### config.mk
export PLATFORM = sky130hd
export DESIGN_NAME = xmodem_crc_receiver_top
export DESIGN_NICKNAME = d
export VERILOG_FILES = /design/src/hw/rtl/xcr_pkg.sv /design/src/hw/rtl/xcr_front.sv /design/src/hw/rtl/xcr_queue.sv /design/src/hw/rtl/xmodem_crc_receiver_top.sv
export SDC_FILE = /design/constraint.sdc
export NUM_CORES = 1
export LEC_CHECK = 0
export ABC_AREA = 1
export BUFFER_PORTS_ARGS = -buffer_cell sky130_fd_sc_hd__buf_2
export CAP_MARGIN = 20
export CORE_ASPECT_RATIO = 0.75
export CORE_MARGIN = 4
export CORE_UTILIZATION = 63
export CTS_CLUSTER_SIZE = 16
export DETAILED_ROUTE_END_ITERATION = 16
export PLACE_DENSITY = 0.81
export SLEW_MARGIN = 20
export SYNTH_ARGS = -nofsm -noshare
export SYNTH_HDL_FRONTEND = slang
export SYNTH_SLANG_ARGS = --single-unit
### constraint.sdc
create_clock -name clk -period 4.55 [get_ports clk]
set_clock_uncertainty 0.2 [all_clocks]
set_input_delay 1.1375 -clock clk [delete_from_list [all_inputs] [get_ports clk]]
set_output_delay 1.1375 -clock clk [all_outputs]
set_load 0.01 [all_outputs]
### src/hw/rtl/xcr_pkg.sv
// Shared types and constants for the XMODEM-CRC receiver.
`default_nettype none
package xcr_pkg;
  localparam logic [1:0] OP_BYTE   = 2'd0;
  localparam logic [1:0] OP_POLL   = 2'd1;
  localparam logic [1:0] OP_VERIFY = 2'd2;

  localparam logic [2:0] K_SEND    = 3'd0;
  localparam logic [2:0] K_ERASE   = 3'd1;
  localparam logic [2:0] K_STAGE   = 3'd2;
  localparam logic [2:0] K_PROGRAM = 3'd3;
  localparam logic [2:0] K_RECONF  = 3'd4;

  localparam logic [7:0] HDR_MARK = 8'h53;
  localparam logic [7:0] EOT_BYTE = 8'h04;
  localparam logic [7:0] TX_READY = 8'h43;
  localparam logic [7:0] TX_ACK   = 8'h06;
  localparam logic [7:0] TX_NAK   = 8'h15;
  localparam logic [7:0] SEQ_OK   = 8'hFF;
  localparam logic [15:0] CRC_POLY = 16'h1021;
  localparam logic [20:0] MAX_SECTORS = 21'h100000;

  typedef struct packed {
    logic [2:0]  kind;
    logic [7:0]  tx_byte;
    logic [23:0] flash_address;
    logic [20:0] sector_count;
    logic [6:0]  data_offset;
    logic [7:0]  data_byte;
    logic        last;
  } result_t;

  function automatic logic [15:0] crc_byte(input logic [15:0] c, input logic [7:0] b);
    logic [15:0] r;
    r = c ^ {b, 8'h00};
    for (int k = 0; k < 8; k++) begin
      r = r[15] ? ((r << 1) ^ CRC_POLY) : (r << 1);
    end
    return r;
  endfunction
endpackage
`default_nettype wire

### src/hw/rtl/xcr_front.sv
// Front end: protocol state, classifies each request into up to two results.
`default_nettype none
module xcr_front #(
  parameter int SECTOR_BYTES = 4096
) (
  input  wire logic clk,
  input  wire logic rst,
  input  wire logic in_fire,
  input  wire logic [1:0] opcode,
  input  wire logic [7:0] rx_byte,
  input  wire logic verify_ok,
  output xcr_pkg::result_t res0,
  output xcr_pkg::result_t res1,
  output logic [1:0] res_cnt
);
  import xcr_pkg::*;
  localparam int SB = $clog2(SECTOR_BYTES);

  logic header_done, header_valid, got_first_packet, awaiting_verify;
  logic [7:0] byte_position, sequence_number, sequence_complement, rc_hi;
  logic [15:0] running_crc;
  logic [31:0] image_size;
  logic [23:0] image_base;
  logic [25:0] expected_packets, accepted_packets;
  logic [32:0] pk_sum;
  logic [32:0] sc_full;
  logic [20:0] sc;
  logic [15:0] rx_crc;
  result_t r0, r1;

  assign pk_sum = {1'b0, image_size} + 33'd127;
  assign sc_full = {1'b0, image_size >> SB} + 33'd1;
  assign sc = (sc_full > {12'd0, MAX_SECTORS}) ? MAX_SECTORS : sc_full[20:0];
  assign rx_crc = {rc_hi, rx_byte};

  always_comb begin
    r0 = '0; r1 = '0; res_cnt = 2'd0;
    unique case (opcode)
      OP_BYTE: begin
        if (!awaiting_verify) begin
          if (!header_done) begin
            if (byte_position == 8'd7 && header_valid) begin
              r0.kind = K_ERASE; r0.flash_address = {image_base[15:0], rx_byte};
              r0.sector_count = sc; res_cnt = 2'd1;
            end
          end else if (byte_position == 8'd0) begin
            if (rx_byte == EOT_BYTE) begin
              r0.kind = K_SEND; r0.tx_byte = TX_ACK; res_cnt = 2'd1;
              if (accepted_packets == expected_packets) begin
                r1.kind = K_RECONF; r1.flash_address = image_base; res_cnt = 2'd2;
              end
            end
          end else if (byte_position >= 8'd3 && byte_position < 8'd131) begin
            r0.kind = K_STAGE; r0.data_offset = 7'(byte_position - 8'd3);
            r0.data_byte = rx_byte; res_cnt = 2'd1;
          end else if (byte_position == 8'd132) begin
            res_cnt = 2'd1;
            if (rx_crc == running_crc && (sequence_number ^ sequence_complement) == SEQ_OK)
            begin
              r0.kind = K_PROGRAM;
              r0.flash_address = image_base + {accepted_packets[16:0], 7'd0};
            end else begin
              r0.kind = K_SEND; r0.tx_byte = TX_NAK;
            end
          end
        end
      end
      OP_POLL: begin
        if (!got_first_packet) begin
          r0.kind = K_SEND; r0.tx_byte = TX_READY; res_cnt = 2'd1;
        end
      end
      OP_VERIFY: begin
        if (awaiting_verify) begin
          r0.kind = K_SEND; r0.tx_byte = verify_ok ? TX_ACK : TX_NAK; res_cnt = 2'd1;
        end
      end
      default: ;
    endcase
    if (res_cnt == 2'd1) r0.last = 1'b1;
    if (res_cnt == 2'd2) r1.last = 1'b1;
    res0 = r0; res1 = r1;
  end

  always_ff @(posedge clk) begin
    if (rst) begin
      header_done <= 1'b0; header_valid <= 1'b0; got_first_packet <= 1'b0;
      awaiting_verify <= 1'b0; byte_position <= '0; running_crc <= '0;
      sequence_number <= '0; sequence_complement <= '0; rc_hi <= '0;
      image_size <= '0; image_base <= '0; expected_packets <= '0;
      accepted_packets <= '0;
    end else if (in_fire) begin
      if (opcode == OP_BYTE && !awaiting_verify) begin
        if (!header_done) begin
          if (byte_position == 8'd0) begin
            header_valid <= (rx_byte == HDR_MARK); image_size <= '0; image_base <= '0;
          end else if (byte_position <= 8'd4) begin
            image_size <= {image_size[23:0], rx_byte};
          end else begin
            image_base <= {image_base[15:0], rx_byte};
          end
          if (byte_position < 8'd7) byte_position <= byte_position + 8'd1;
          else begin
            byte_position <= '0; header_done <= 1'b1;
            if (header_valid) expected_packets <= pk_sum[32:7];
          end
        end else if (byte_position == 8'd0) begin
          if (rx_byte == EOT_BYTE) accepted_packets <= '0;
          else begin
            running_crc <= '0; byte_position <= 8'd1;
          end
        end else begin
          if (byte_position != 8'd132) byte_position <= byte_position + 8'd1;
          if (byte_position == 8'd1) sequence_number <= rx_byte;
          else if (byte_position == 8'd2) sequence_complement <= rx_byte;
          else if (byte_position < 8'd131) running_crc <= crc_byte(running_crc, rx_byte);
          else if (byte_position == 8'd131) rc_hi <= rx_byte;
          else begin
            got_first_packet <= 1'b1; byte_position <= '0;
            if (rx_crc == running_crc &&
                (sequence_number ^ sequence_complement) == SEQ_OK)
              awaiting_verify <= 1'b1;
          end
        end
      end else if (opcode == OP_VERIFY && awaiting_verify) begin
        awaiting_verify <= 1'b0;
        if (verify_ok) accepted_packets <= accepted_packets + 26'd1;
      end
    end
  end
endmodule
`default_nettype wire

### src/hw/rtl/xcr_queue.sv
// Result queue between front end and output port; takes up to two entries per push.
`default_nettype none
module xcr_queue (
  input  wire logic clk,
  input  wire logic rst,
  input  wire logic [1:0] push_cnt,
  input  xcr_pkg::result_t push0,
  input  xcr_pkg::result_t push1,
  output logic room,
  output logic out_valid,
  output xcr_pkg::result_t out_res,
  input  wire logic pop
);
  import xcr_pkg::*;
  result_t mem [4];
  logic [1:0] rd, wr;
  logic [2:0] count;
  logic do_pop;

  assign do_pop = pop && out_valid;
  assign out_valid = count != 3'd0;
  assign out_res = mem[rd];
  assign room = count <= 3'd2;

  always_ff @(posedge clk) begin
    if (push_cnt != 2'd0) mem[wr] <= push0;
    if (push_cnt == 2'd2) mem[wr + 2'd1] <= push1;
    if (rst) begin
      rd <= '0; wr <= '0; count <= '0;
    end else begin
      wr <= wr + push_cnt;
      if (do_pop) rd <= rd + 2'd1;
      count <= count + {1'b0, push_cnt} - {2'b0, do_pop};
    end
  end
endmodule
`default_nettype wire

### src/hw/rtl/xmodem_crc_receiver_top.sv
// Top level of the XMODEM-CRC receiver.
`default_nettype none
// XMODEM-CRC receiver: one request (UART byte, poll tick, verify report) is
// taken per cycle and produces zero to two result items, drained one per
// cycle while out_ready is high from a four-entry queue. The front end does
// the header parse, the one-byte CRC-16 update and packet framing for each
// request as it is taken; in_ready drops only while the queue holds more
// than two results, so the sustained rate is one request per cycle when the
// consumer keeps up. The last flag marks the final result of a request.
module xmodem_crc_receiver_top #(
  parameter int SECTOR_BYTES = 4096
) (
  input  wire logic clk,
  input  wire logic rst,
  input  wire logic in_valid,
  output logic in_ready,
  input  wire logic [1:0] opcode,
  input  wire logic [7:0] rx_byte,
  input  wire logic verify_ok,
  output logic out_valid,
  input  wire logic out_ready,
  output logic [2:0] kind,
  output logic [7:0] tx_byte,
  output logic [23:0] flash_address,
  output logic [20:0] sector_count,
  output logic [6:0] data_offset,
  output logic [7:0] data_byte,
  output logic last
);
  import xcr_pkg::*;
  result_t r0, r1, q;
  logic [1:0] cnt;
  logic fire;

  assign fire = in_valid && in_ready;

  xcr_front #(.SECTOR_BYTES(SECTOR_BYTES)) u_front (
    .clk, .rst, .in_fire(fire), .opcode, .rx_byte, .verify_ok,
    .res0(r0), .res1(r1), .res_cnt(cnt)
  );

  xcr_queue u_q (
    .clk, .rst, .push_cnt(fire ? cnt : 2'd0), .push0(r0), .push1(r1),
    .room(in_ready), .out_valid, .out_res(q), .pop(out_ready)
  );

  assign kind = q.kind;
  assign tx_byte = q.tx_byte;
  assign flash_address = q.flash_address;
  assign sector_count = q.sector_count;
  assign data_offset = q.data_offset;
  assign data_byte = q.data_byte;
  assign last = q.last;

`ifndef SYNTH
  a_reconf_last: assert property (@(posedge clk) disable iff (rst)
    out_valid && kind == K_RECONF |-> last) else $error("reconfigure not last");
  a_stage_last: assert property (@(posedge clk) disable iff (rst)
    out_valid && kind == K_STAGE |-> last) else $error("stage not last");
  a_stall_ready: assert property (@(posedge clk) disable iff (rst)
    !in_ready |-> out_valid) else $error("stalled with empty queue");
`endif
endmodule
`default_nettype wire

==> After elaboration in Yosys (flattened, before gate mapping) <==
Memories as Yosys holds them, arrays and structs flattened. A register that Yosys moved wholly into a read port is not among the register bits.
Index checks and enable logic that the tools add are counted.
{ "classes": {"n_bitwise": 17, "muxes": 105, "addsub": 11, "n_reduce_logical": 29, "eq_ne": 30, "magnitude_cmp": 6, "shifts": 0, "div_mod_pow": 0, "mul": 0} }
{ "op_table": {"columns": ["operator", "n"], "rows": [
  ["$mux W24", 11],
  ["$mux W35", 5],
  ["$mux W26", 6],
  ["$mux W13", 8],
  ["$mux W32", 3],
  ["$mux W8", 11],
  ["$mux W16", 5],
  ["$mux W71", 1],
  ["$mux W60", 1],
  ["$mux W15", 3],
  ["$mux W45", 1],
  ["$mux W21", 2],
  ["$mux W34", 1],
  ["$add A32 B7 Y33 const B", 1],
  ["$gt A33 B21 Y1 const B", 1],
  ["$pmux W11 S3", 1],
  ["$mux W3", 9],
  ["$add A26 B1 Y26 const B", 1],
  ["$eq A26 B26 Y1", 1],
  ["$add A24 B24 Y24", 1],
  ["$eq A8 B8 Y1 const B", 3],
  ["$not A3 Y3", 8],
  ["$mux W1", 22],
  ["$add A20 B1 Y21 const B", 1],
  ["44 further kinds", 91]
]} }
{ "word_totals": {"latch_bits": 0, "output_inout_bits": 74, "rom_bits": 0, "in_bits": 15, "register_bits": 167, "wordCells": 215, "ram_bits": 288, "memories": 1} }
{ "mem_list": {"columns": ["memory", "depth", "width", "rd", "rd_ports_with_merged_regs", "write_ports", "line_no", "text"], "rows": [
  ["u_q.mem", 4, 72, 1, 1, 2, "xcr_queue.sv:15", "result_t mem [4];"]
]} }

==> Longest topological paths before layout <==
{ "depth": {"ltp_word": 21, "depth_mapped": 20, "ltp_nobuf": 19} }

==> By module <==
From an unflattened synthesis, not the netlist that was laid out.
{ "unflattened": {"cells_unflattened": 3196, "area_unflattened_um2": 25513.2} }
{ "modules_own_cells": {"columns": ["mod", "cells_each", "seq_area_each_um2", "instances", "area_each_um2"], "rows": [
  ["xcr_queue", 1479, 8828.5, 1, 14298.7],
  ["xcr_front", 1711, 3203.1, 1, 11192.0],
  ["xmodem_crc_receiver_top", 6, 0.0, 1, 22.5]
]} }

==> Worst setup path before layout <==
No wires, ideal clock.
{ "synth_path": {"kind": "input-to-reg", "startpoint": "in rx_byte[5]", "endpoint": "mem u_q.mem[0][0] (netlist bit) (enable)", "setup_time_ps": 383, "required_ps": 3967, "setup_slack_ps": 673, "path_buffers": 3, "arrival_time_ps": 3294, "stages": 12, "cell_sequence": "clkbuf_1 nor2_1 nand4_1 nor2_8 nand2_4 nor2_8 nand2_4 nand2_4 nand2_1 buf_4 buf_2 nand2_1"} }
{ "synth_lines": {"columns": ["item", "line_no", "text"], "rows": [
  ["from (decl)", "xmodem_crc_receiver_top.sv:18", "input wire logic [7:0] rx_byte,"],
  ["to (decl)", "xcr_queue.sv:15", null]
]} }

==> flow_metrics.env <==
export IMPL_insertion_delay_ns=0.59
export IMPL_die_w_um=232.6
export IMPL_syn_area_per_cell_um2=7.062
export IMPL_end_kind="output port"
export IMPL_timing_rr_start="u_front.byte_position[0]"
export IMPL_cts_buffers=44
export IMPL_synth_main_ff_cell="dfxtp_1"
export IMPL_drt_first_pass_iters=7
export IMPL_yosysMostFrequentCell="nand2_1"
export IMPL_pre_cts_ws_ns=0.6943
export IMPL_synthArstFlopShare_pct=0
export IMPL_grt_setup_unrepaired="false"
export IMPL_area_growth_syn_to_layout_pct=8.812
export IMPL_grt_overflow_total=0
export IMPL_rows=61
export IMPL_hold_buffers=0
export IMPL_dieArea_mm2=0.04105
export IMPL_gp_congestion=0.9690
export IMPL_holdCritPathClass="register to register"
export IMPL_clk_pin_slew_ns=0.06
export IMPL_cp_required_ns=3.21
export IMPL_dpl_hpwl_um=50370
export IMPL_drtIter0Drc=3683
export IMPL_dpl_cell_count=3825
export IMPL_slew_headroom_pct=31.30
export IMPL_run_status="finished, final reports clean"
export IMPL_p_per_area_mw_per_mm2=441.2
export IMPL_post_cts_buffers=0
export IMPL_place_port_buffers=85
export IMPL_ys_types=57
export IMPL_period_needed_ns=3.867
export IMPL_yosys_top_cells_count="nand2_1 (689), nor2_1 (603), dfxtp_1 (341)"
export IMPL_max_freq_mhz=258.6
export IMPL_core_area_mm2=0.03725
export IMPL_peakVddDrop_mv=0.4098
export IMPL_grt_pass1_wl_um=117300
export IMPL_slew_violations=0
export IMPL_max_cap_viol_count=0
export IMPL_synth_edf_count=104
export IMPL_tightest_slew_ns=1.031
export IMPL_synth_cells=3376
export IMPL_fin_total_pwr_uw=11450
export IMPL_initial_utilization_pct=64.01
export IMPL_hold_start="u_front.rc_hi[1]"
export IMPL_whs_path_depth=2
export IMPL_period_share_pct=84.98
export IMPL_via_count=23520
export IMPL_antenna_found_initial=1
export IMPL_drive_gt1_share_pct=8.762
export IMPL_ant_nets=0
export IMPL_die_h_um=176.5
export IMPL_cts_buffer_depth=3
export IMPL_track_usage_pct=35.61
export IMPL_synth_top_area_share_pct=28.63
export IMPL_clock_tree_root_cell="clkbuf_16"
export IMPL_grt_max_degree=123
export IMPL_wl_per_cell_um=19.36
export IMPL_io_pins=89
export IMPL_crit_path_max_fanout=69
export IMPL_power_leakage_uw=0.01229
export IMPL_arrival_ns=2.53
export IMPL_hold_viol=0
export IMPL_critPathLaunchType="register"
export IMPL_synth_cell_area_mm2=0.02384
export IMPL_htreeDepth=2
export IMPL_cts_sinks=445
export IMPL_post_cts_resized=0
export IMPL_synth_warnings=0
export IMPL_synth_largest_area_cell="dfxtp_1"
export IMPL_synth_seq_area_share_pct=41.73
export IMPL_avgViaCountPerCell=6.023
export IMPL_ys_top_cells_by_area="dfxtp_1 (29%), edfxtp_1 (13%), nand2_1 (11%)"
export IMPL_fin_cells=3906
export IMPL_cts_tree="yes"
export IMPL_fin_ws_ns=0.6833
export IMPL_rrSetupSlack_ns=0.93
export IMPL_crit_type="register to output port"
export IMPL_r2r_end="u_q.mem[3][17]"
export IMPL_ys_seq_elements=445
export IMPL_drc=0
export IMPL_finish_net_count=3410
export IMPL_wl_um=75640
export IMPL_tns_ns=0
export IMPL_finalSetupViolCount=0
export IMPL_reg2regPathDepth=9
export IMPL_grt_pass1_vias=21280
export IMPL_min_to="u_front.rc_hi[1]"
-- worst max-delay path: stages, from the launching register on --
cell and delay [ns]:
dfxtp_4 0.35, inv_4 0.49, buf_4 0.39, o21ai_0 0.12
o22ai_1 0.37, buf_2 0.22
-- power by group --
group	leakage [µW]	switching, µW	total [µW]	internal [µW]
logic	0.00779	1920	2900	986
registers	0.00377	268	4830	4560
clock network	0.000720	1640	3720	2080
-- registers in the layout, summed over array words and instances (netlist names), 2 cells and up, named ones only --
name                         flops
u_q.count                        3
u_front.image_base              24
u_front.accepted_packets        26
u_q.mem                        276
u_q.wr                           2
u_front.sequence_complement      8
u_front.sequence_number          8
u_front.expected_packets        26
u_front.image_size              32
u_front.byte_position            8
u_front.rc_hi                    8
u_front.running_crc             16
u_q.rd                           2
-- metal layers --
metal / track usage (%) / share of wire, %
met1: 50.11 / 41
met5: 0 / 0.017
met3: 6.387 / 11
met4: 14.16 / 4.0
met2: 54.71 / 44
-- logic make-up after synthesis --
logic type | share of synthesized area, %
other | 0.01573
adders and majority gates | 1.532
DFF | 41.73
and+or+nand+nor | 28.97
xor gates and xnor gates | 3.564
buffers and inverters | 8.644
AOI/OAI and AO/OA | 15.54
-- area by class of cell --
class | instances | area [µm²]
multi-input cells | 2436 | 11870
flip-flops and latches | 445 | 9953
clock inverters | 22 | 188.9
repair buffers | 149 | 943.4
fillers | 3119 | 11300
well taps | 504 | 630.6
inverters | 291 | 1096
diodes | 1 | 2.502
clock buffers | 58 | 1257
-- cells in the final DEF (no fill, tap or decap), types with 16 or more instances in the layout --
master,n
o21ai_0,247
edfxtp_1,104
ha_1,26
a211oi_1,23
nand4_1,25
o22ai_1,87
buf_4,61
buf_2,85
clkbuf_16,47
xnor2_1,31
nand3_1,210
nand2_1,687
nor3_1,29
a21oi_1,284
nand2_2,16
dfxtp_1,340
nor2_1,600
xor2_1,61
inv_1,272
-- through the flow --
step	utilization (%)	hold slack (ns)	cell area (µm²)
final	69.65	0.2590	25940
after CTS	69.64	0.2635	25940
after floorplan	-	0.2353	23850
after detailed placement	65.75	0.2552	24490
after global routing	69.64	0.2858	25940
after global placement	65.75	0.2484	24490
-- worst max-delay path by stage --
stage / end / cells past startpoint / startpoint / slack [ns]
after global routing: flash_address[16] / 5 / register / 0.56
after global placement: u_q.count[2] / 16 / rx_byte[2] / 0.65
final: flash_address[8] / 5 / register / 0.68
after detailed placement: u_q.count[2] / 16 / rx_byte[2] / 0.69
after CTS: flash_address[8] / 5 / register / 0.71
after floorplan: u_q.mem[0][0] / 12 / rx_byte[5] / 0.67
Power figures use the tool's default switching activity.
